<file path="config.mk">
export PLATFORM = sky130hd
export DESIGN_NAME = rgb565_wheel_color_fader
export DESIGN_NICKNAME = d
export VERILOG_FILES = /design/src/hdl/rcf_pkg.sv /design/src/hdl/rgb565_wheel_color_fader.sv
export VERILOG_INCLUDE_DIRS = /design/src /design/src/hdl
export SDC_FILE = /design/constraint.sdc
export NUM_CORES = 1
export LEC_CHECK = 0
export BUFFER_PORTS_ARGS = -buffer_cell sky130_fd_sc_hd__buf_4
export CAP_MARGIN = 0
export CORE_MARGIN = 5
export CORE_UTILIZATION = 57
export CTS_BUF_LIST = sky130_fd_sc_hd__clkbuf_8 sky130_fd_sc_hd__clkbuf_16
export CTS_CLUSTER_DIAMETER = 60
export DETAILED_ROUTE_END_ITERATION = 16
export GPL_ROUTABILITY_DRIVEN = 0
export GPL_TIMING_DRIVEN = 0
export PLACE_DENSITY_LB_ADDON = 0.1
export SLEW_MARGIN = 20
export SYNTH_ARGS = -nofsm -noshare
export SYNTH_HDL_FRONTEND = slang
export SYNTH_SLANG_ARGS = --single-unit
</file>
<file path="constraint.sdc">
create_clock -name clk -period 3 [get_ports clk]
set_input_delay 0.9 -clock clk [delete_from_list [all_inputs] [get_ports clk]]
set_output_delay 0.9 -clock clk [all_outputs]
set_load 0.03 [all_outputs]
</file>
<file path="src/hdl/assert_macros.svh">
// Assertion helpers shared by the RTL files.
// Each macro expects clk and rst (synchronous, active high) in scope.
`ifndef ASSERT_MACROS_SVH
`define ASSERT_MACROS_SVH

// Check a condition at every clock edge outside reset.
`define ASSERT_ALWAYS(label, cond, msg) \
  label: assert property (@(posedge clk) disable iff (rst) (cond)) else $error(msg);

// Check a consequence in the cycle after a trigger.
`define ASSERT_NEXT(label, trig, cons, msg) \
  label: assert property (@(posedge clk) disable iff (rst) (trig) |=> (cons)) else $error(msg);

`endif

</file>
<file path="src/hdl/rcf_pkg.sv">
// ----------------------------------------------------------------------------
// rcf_pkg
// Command codes and RGB565 helper functions for the wheel color fader.
// ----------------------------------------------------------------------------
`default_nettype none

package rcf_pkg;

  typedef enum logic [1:0] {
    CMD_STEP   = 2'd0,
    CMD_WHEEL  = 2'd1,
    CMD_TARGET = 2'd2,
    CMD_LOAD   = 2'd3
  } rcf_cmd_t;

  localparam logic [6:0] WHEEL_LAST = 7'd95;
  localparam logic [4:0] CHAN_MAX   = 5'h1f;

  function automatic logic [15:0] pack565(input logic [4:0] r, input logic [5:0] g,
                                          input logic [4:0] b);
    return {r, g, b};
  endfunction

  // Three 32-step segments; positions past the wheel end clamp to its last step.
  function automatic logic [15:0] wheel_color(input logic [6:0] pos);
    logic [6:0] p;
    logic [4:0] r;
    logic [4:0] g;
    logic [4:0] b;
    p = (pos > WHEEL_LAST) ? WHEEL_LAST : pos;
    case (p[6:5])
      2'd0: begin
        r = 5'd0;
        g = p[4:0];
        b = CHAN_MAX - p[4:0];
      end
      2'd1: begin
        r = p[4:0];
        g = CHAN_MAX - p[4:0];
        b = 5'd0;
      end
      default: begin
        r = CHAN_MAX - p[4:0];
        g = 5'd0;
        b = p[4:0];
      end
    endcase
    return pack565(r, {g, 1'b0}, b);
  endfunction

  function automatic logic [4:0] step_one(input logic [4:0] v, input logic [4:0] t);
    logic [4:0] res;
    if (v > t) begin
      res = v - 5'd1;
    end else if (v < t) begin
      res = v + 5'd1;
    end else begin
      res = v;
    end
    return res;
  endfunction

  // Move green two units, but only when more than one unit away.
  function automatic logic [5:0] step_green(input logic [5:0] v, input logic [5:0] t);
    logic [6:0] v7;
    logic [6:0] t7;
    logic [5:0] res;
    v7 = {1'b0, v};
    t7 = {1'b0, t};
    if (v7 > t7 + 7'd1) begin
      res = v - 6'd2;
    end else if (v7 + 7'd1 < t7) begin
      res = v + 6'd2;
    end else begin
      res = v;
    end
    return res;
  endfunction

endpackage

`default_nettype wire

</file>
<file path="src/hdl/rgb565_wheel_color_fader.sv">
// Step items go from the input register to the result register. Throughput:
// one item per cycle unless a step item waits on out_stall; an input register
// feeds one pass of compare and step logic on the color registers, which loads
// the result register. Commands other than a step update state, give no result.
// Reset (rst, synchronous) clears current and target colors and all valids.
// ----------------------------------------------------------------------------
// rgb565_wheel_color_fader
// Holds a current and target RGB565 color, fades current toward target one
// step per step item and emits full, half and quarter brightness results.
// ----------------------------------------------------------------------------
`default_nettype none

module rgb565_wheel_color_fader
  import rcf_pkg::*;
(
  input  wire logic        clk,
  input  wire logic        rst,
  input  wire logic        in_valid,
  output logic             in_stall,
  input  wire logic [1:0]  cmd,
  input  wire logic [6:0]  wheel_pos,
  input  wire logic [15:0] new_color,
  output logic             out_valid,
  input  wire logic        out_stall,
  output logic [15:0]      color_full,
  output logic [15:0]      color_dim,
  output logic [15:0]      color_quarter
);

  `include "assert_macros.svh"

  // input register
  logic        s1_valid;
  rcf_cmd_t    s1_cmd;
  logic [6:0]  s1_pos;
  logic [15:0] s1_color;

  logic [15:0] current_rgb;
  logic [15:0] current_rgb_next;
  logic [15:0] target_rgb;
  logic [15:0] target_rgb_next;

  logic out_free;
  logic s1_adv;
  logic in_take;
  logic out_load;

  logic [4:0] r_next;
  logic [5:0] g_next;
  logic [4:0] b_next;

  assign out_free = !out_valid || !out_stall;
  assign s1_adv   = s1_valid && ((s1_cmd != CMD_STEP) || out_free);
  assign out_load = s1_adv && (s1_cmd == CMD_STEP);
  assign in_stall = s1_valid && !s1_adv;
  assign in_take  = in_valid && !in_stall;

  assign r_next = step_one(current_rgb[15:11], target_rgb[15:11]);
  assign g_next = step_green(current_rgb[10:5], target_rgb[10:5]);
  assign b_next = step_one(current_rgb[4:0], target_rgb[4:0]);

  always_comb begin
    current_rgb_next = current_rgb;
    target_rgb_next  = target_rgb;
    if (s1_adv) begin
      case (s1_cmd)
        CMD_STEP:   current_rgb_next = pack565(r_next, g_next, b_next);
        CMD_WHEEL:  target_rgb_next  = wheel_color(s1_pos);
        CMD_TARGET: target_rgb_next  = s1_color;
        CMD_LOAD:   current_rgb_next = s1_color;
        default:    current_rgb_next = current_rgb;
      endcase
    end
  end

  always_ff @(posedge clk) begin
    if (rst) begin
      s1_valid    <= 1'b0;
      out_valid   <= 1'b0;
      current_rgb <= '0;
      target_rgb  <= '0;
    end else begin
      if (in_take) begin
        s1_valid <= 1'b1;
      end else if (s1_adv) begin
        s1_valid <= 1'b0;
      end
      if (out_load) begin
        out_valid <= 1'b1;
      end else if (!out_stall) begin
        out_valid <= 1'b0;
      end
      current_rgb <= current_rgb_next;
      target_rgb  <= target_rgb_next;
    end
  end

  always_ff @(posedge clk) begin
    if (in_take) begin
      s1_cmd   <= rcf_cmd_t'(cmd);
      s1_pos   <= wheel_pos;
      s1_color <= new_color;
    end
    if (out_load) begin
      color_full    <= pack565(r_next, g_next, b_next);
      color_dim     <= pack565({1'b0, r_next[4:1]}, {1'b0, g_next[5:1]},
                               {1'b0, b_next[4:1]});
      color_quarter <= pack565({2'b00, r_next[4:2]}, {2'b00, g_next[5:2]},
                               {2'b00, b_next[4:2]});
    end
  end

  `ASSERT_ALWAYS(a_stall_only_on_step,
                 !in_stall || (s1_valid && s1_cmd == CMD_STEP && out_valid),
                 "input stalled without a blocked step item")
  `ASSERT_ALWAYS(a_result_from_step,
                 !$rose(out_valid) || $past(out_load),
                 "result appeared without a step item")
  `ASSERT_NEXT(a_full_tracks_current, out_load, color_full == current_rgb,
               "full color differs from current color after a step")
  `ASSERT_NEXT(a_load_sets_current, s1_adv && s1_cmd == CMD_LOAD,
               current_rgb == $past(s1_color),
               "load item did not set the current color")

endmodule

`default_nettype wire

</file>
# After elaboration in Yosys (flattened, before gate mapping)
# Cells that the tools add are included.
word_totals:
  reg_bits: 98
  latchBits: 0
  ram_bits: 0
  rom_bits: 0
  input_bits: 29
  out_inout_bits: 50
  word_cells: 65
  mem_count: 0
op_classes:
  n_addsub: 9
  multipliers: 0
  div_mod_pow: 0
  magnitude_cmp: 7
  eq_ne: 5
  n_shift: 0
  mux: 16
  n_bitwise: 0
  n_reduce_logical: 18
op_table:
  columns: ["cell", "n"]
  rows:
  - ["one-hot mux 16 bit (2 select lines)", 2]
  - ["one-hot mux 5 bit (2 select lines)", 3]
  - ["2-to-1 mux 5 bit", 4]
  - ["adder 6 x 1 -> 7 bit (second input constant)", 2]
  - ["2-to-1 mux 6 bit", 2]
  - ["adder 5 x 1 -> 5 bit (second input constant)", 2]
  - ["> comparator 5 bit", 2]
  - ["< comparator 5 bit", 2]
  - ["subtractor 5 x 1 -> 5 bit (second input constant)", 2]
  - ["nonzero test 2 bit", 4]
  - ["> comparator 6 x 7 -> 1 bit", 1]
  - ["> comparator 7 bit (second input constant)", 1]
  - ["< comparator 7 x 6 -> 1 bit", 1]
  - ["2-to-1 mux 7 bit", 1]
  - ["adder 6 x 2 -> 6 bit (second input constant)", 1]
  - ["subtractor 6 x 2 -> 6 bit (second input constant)", 1]
  - ["subtractor 5 bit (first input constant)", 1]
  - ["equality test 2 x 1 -> 1 bit (second input constant)", 2]
  - ["equality test 2 bit (second input constant)", 2]
  - ["logical AND 1 bit", 4]
  - ["logical NOT 1 bit", 4]
  - ["logical NOT 2 bit", 2]
  - ["2-to-1 mux 1 bit", 4]
  - ["AND reduction 2 bit", 2]
  - ["other kinds (2)", 3]

# Logic depth before layout (Yosys ltp)
depth:
  ltp_word: 9
  depth_mapped: 11
  ltp_nobuf: 10

# Worst setup path after synthesis
# No wires, ideal clock.
synth_path:
  path_type: "input to register"
  from: "in out_stall"
  to: "reg s1_cmd[0], enable pin"
  setup_time_ps: 409
  t_arrival_ps: 2516
  t_required_ps: 2591
  setup_slack_ps: 75
  path_stages: 3
  n_path_buf: 0
  cell_sequence: "and3_1 -> and2_1 -> nor2b_1"
synth_via:
  elab_chain_cells: 8
synth_rtl:
  columns: ["element", "line", "rtl"]
  rows:
  - ["start: declaration", "rgb565_wheel_color_fader.sv:24", "input wire logic out_stall,"]
  - ["logical NOT 1 bit", null, null]
  - ["logical OR 1 bit", "rgb565_wheel_color_fader.sv:52", "assign out_free = !out_valid || !out_stall;"]
  - ["logical OR 1 bit", "rgb565_wheel_color_fader.sv:53", "assign s1_adv = s1_valid && ((s1_cmd != CMD_STEP) || out_free);"]
  - ["logical AND 1 bit", "rgb565_wheel_color_fader.sv:53", null]
  - ["logical NOT 1 bit", "rgb565_wheel_color_fader.sv:55", "assign in_stall = s1_valid && !s1_adv;"]
  - ["logical AND 1 bit", "rgb565_wheel_color_fader.sv:55", null]
  - ["via in_stall", "rgb565_wheel_color_fader.sv:19", "output logic in_stall,"]
  - ["logical NOT 1 bit", "rgb565_wheel_color_fader.sv:56", "assign in_take = in_valid && !in_stall;"]
  - ["logical AND 1 bit", "rgb565_wheel_color_fader.sv:56", null]
  - ["via in_take", "rgb565_wheel_color_fader.sv:45", "logic in_take;"]
  - ["end signal: assignment", "rgb565_wheel_color_fader.sv:100", "s1_cmd <= rcf_cmd_t'(cmd);"]
  - ["end: declaration", "rgb565_wheel_color_fader.sv:34", "rcf_cmd_t s1_cmd;"]
# The timed path passes the listed nets, and every way through them passes these cells.
# A chain may end at the register's enable or synchronous reset.

# Worst setup path in the final report
layout_path:
  from: "reg current_rgb[6]"
  to: "reg current_rgb[9]"
layout_via:
  elab_chain_cells: 5
  elab_cells_between_ends: 8
  cone_classes: "add/sub (3); order compare (2); mux (3)"
layout_rtl:
  columns: ["element", "line", "rtl"]
  rows:
  - ["start: declaration", "rgb565_wheel_color_fader.sv:38", "logic [15:0] current_rgb;"]
  - ["start signal: assignment", "rgb565_wheel_color_fader.sv:93", "current_rgb <= current_rgb_next;"]
  - ["adder 6 x 1 -> 7 bit", "rcf_pkg.sv:72", "end else if (v7 + 7'd1 < t7) begin"]
  - ["< comparator 7 x 6 -> 1 bit", "rcf_pkg.sv:72", null]
  - ["2-to-1 mux 6 bit", "rcf_pkg.sv:72", null]
  - ["2-to-1 mux 6 bit *", "rcf_pkg.sv:70", "if (v7 > t7 + 7'd1) begin"]
  - ["one-hot mux 16 bit (2 select lines) *", "rgb565_wheel_color_fader.sv:66", "case (s1_cmd)"]
# Every way passes the cells marked *; elsewhere a longest branch is shown, timed or not.

==> results.json <==
{
  "cts_root_buffer": "clkbuf_8",
  "power_density_mw_per_mm2": 657.9,
  "skew_ps": 10.36,
  "status": "complete, no violations",
  "htreeDepth": 3,
  "cts_buffer_depth": 2,
  "cp_max_fo": 8,
  "grt_use_total_pct": 22.12,
  "syn2layout_area_growth_pct": 19.10,
  "drc_errors": 0,
  "ys_top_cells_by_count": "41 x edfxtp_1, 35 x nand2_1, 34 x dfxtp_1",
  "hp-class": "flip-flop to flip-flop",
  "rows": 33,
  "dpl.hpwl_um": 8357,
  "ys_types": 64,
  "cts_tree": "built",
  "clock_latency_ps": 360,
  "start_kind": "flip-flop",
  "min_period_ps": 2832,
  "yosysTopAreaCellShare_pct": 26.21,
  "peakVddDrop_v": 0.0003856,
  "design.portCount": 79,
  "hold_buffers": 0,
  "end_kind": "flip-flop",
  "drt_wl_total_um": 10800,
  "vias": 3950,
  "first_global_vias": 3730,
  "worst_slack_ps": 168.3,
  "routedWlPerCell_um": 15.52,
  "synth_warnings": 0,
  "grt_pass1_wl_um": 17870,
  "syn_avg_cell_area_um2": 9.432,
  "drive_above_1_share_pct": 22.00,
  "dieArea_mm2": 0.01016,
  "async_flop_share_pct": 0,
  "yosysTopAreaCell": "edfxtp_1",
  "max_freq_mhz": 353.1,
  "diodes": 0,
  "fin_setup_tns_ps": 0,
  "fin_nets": 648,
  "setup_viol": 0,
  "core_mm2": 0.008134,
  "grt-ovfl-total": 0,
  "fp.dieH_um": 100.8,
  "start_util_pct": 57.74,
  "timing.max_slew.rel_slack_pct": 49.72,
  "final_cells": 696,
  "p_leak_nw": 2.295,
  "required_ps": 3290,
  "finalPower_mw": 3.680,
  "ys_seq_area_share_pct": 40.70,
  "port-buffer-count": 68,
  "worstPathArrival_ps": 3120,
  "fp.dieW_um": 100.8,
  "yosysMostFrequentCell": "edfxtp_1",
  "clk_pin_slew_ps": 80,
  "yosys_register_bits": 75,
  "first_pass_iters": 5,
  "cts-buffers-inserted": 9,
  "slew_violations": 0,
  "drt_iter0_markers": 234,
  "syn_inst": 498,
  "grt_setup_unrepaired": "no",
  "avgViaCountPerCell": 5.675,
  "postRouteAntennaNets": 0,
  "tightest_slew_ps": 754.2,
  "dp_cells": 680,
  "grt_max_degree": 19,
  "clkSinkCount": 75,
  "final_hold_viol_count": 0,
  "syn_area_mm2": 0.004697,
  "ys_top_cells_by_area": "edfxtp_1 26%, dfxtp_1 14%, ha_1 8.8%",
  "crit_type": "flip-flop to flip-flop",
  "grt_antenna_before_repair": 0,
  "place_ws_ps": 259.9,
  "synth_top_flop_cell": "edfxtp_1",
  "drv_cap": 0,
  "synth-edff-count": 41,
  "finalCritPeriodShare_pct": 94.39
}
-- area by class of cell --
class,count,area (µm²)
Inverter,31,116.4
Timing Repair Buffer,69,521.8
Buffer,59,345.3
Clock inverter,6,65.06
Tap cell,105,131.4
Clock buffer,10,137.6
Sequential cell,75,1912
Fill cell,662,2540
Multi-Input combinational cell,341,2365
-- stage by stage --
step                      cell area, µm²  hold slack, ps  utilization, %
after floorplan                     4727           431.9               -
after global placement              5369           443.1           66.01
after detailed placement            5383           451.0           66.17
after CTS                           5585           462.2           68.67
after global routing                5594           476.5           68.77
final                               5594           460.6           68.77
-- power breakdown --
| part | internal [mW] | switching [mW] |
|---|---|---|
| Combinational | 0.650 | 0.885 |
| Clock | 0.406 | 0.381 |
| Sequential | 1.25 | 0.110 |
| Total | 2.31 | 1.38 |
-- worst max-delay path, stage by stage (launching register included) --
cell	delay [ps]
dfxtp_1	550
ha_1	290
nand2_1	90
xnor2_1	150
ha_1	310
o211ai_1	100
a21oi_1	440
nor4b_1	160
or4b_1	540
a31oi_1	140
-- cell usage in the layout, fill, tap and decap left out, types with 3 or more instances in the layout --
master	Yosys	final
a211o_1	3	3
a211oi_1	7	7
a21oi_1	28	28
a221oi_1	6	6
a22oi_1	8	8
a31oi_1	6	6
and3_1	11	11
buf_4	32	100
clkbuf_1	24	24
clkbuf_8	0	10
conb_1	1	9
dfxtp_1	34	34
edfxtp_1	41	41
ha_1	33	33
inv_1	31	31
mux2i_1	7	7
nand2_1	35	35
nand2b_1	5	5
nand3_1	21	21
nand3b_1	4	4
nor2_1	29	29
nor2b_1	6	5
nor3_1	10	10
nor3b_1	4	4
nor4_1	6	6
nor4b_1	4	3
o211ai_1	4	4
o21a_1	4	4
o21ai_0	17	17
or4_1	3	3
xnor2_1	15	15
xor2_1	15	15
-- state kept, by name, summed over array words and instances, names as in the netlist --
| register | count |
|---|---|
| s1_cmd | 2 |
| current_rgb | 16 |
| out_valid | 1 |
| s1_color | 16 |
| s1_valid | 1 |
| color_full | 16 |
| s1_pos | 7 |
| target_rgb | 16 |
-- metal layers --
metal | wire length (µm) | vias to the layer above | share of wire [%] | GRT usage (%)
met5 | 0 | - | 0 | 0
met1 | 4764 | 1825 | 44 | 29.51
met2 | 5022 | 151 | 47 | 36.76
met3 | 809 | 21 | 7.5 | 2.907
met4 | 204 | 0 | 1.9 | 7.979
li1 | - | 1953 | - | -
-- final timing paths --
path | slack, ps | cells past startpoint | start | end
max | 170 | 9 | current_rgb[6]$_SDFFE_PP0P_ | current_rgb[9]$_SDFFE_PP0P_
min | 460 | 2 | target_rgb[13]$_SDFFE_PP0P_ | target_rgb[13]$_SDFFE_PP0P_
max reg2reg | 170 | 9 | current_rgb[6]$_SDFFE_PP0P_ | current_rgb[9]$_SDFFE_PP0P_
min reg2reg | 460 | 2 | target_rgb[13]$_SDFFE_PP0P_ | target_rgb[13]$_SDFFE_PP0P_
-- repair_timing --
item / 4_1_cts / 5_1_grt
hold endpoints to repair: 0 / 0
buffers inserted: 0 / 0
resized for setup: 0 / 2
setup endpoints to repair: 0 / 3
-- cells by family after synthesis --
| group | Yosys count | share of synthesized area [%] |
|---|---|---|
| simple gates | 151 | 16.68 |
| compound gates | 111 | 16.89 |
| buf+inv | 90 | 9.776 |
| flops | 75 | 40.70 |
| fa+ha+maj | 33 | 8.791 |
| xor+xnor | 30 | 5.594 |
| mux | 7 | 1.492 |
| other cells | 1 | 0.07984 |
(Power assumes the default switching activity.)
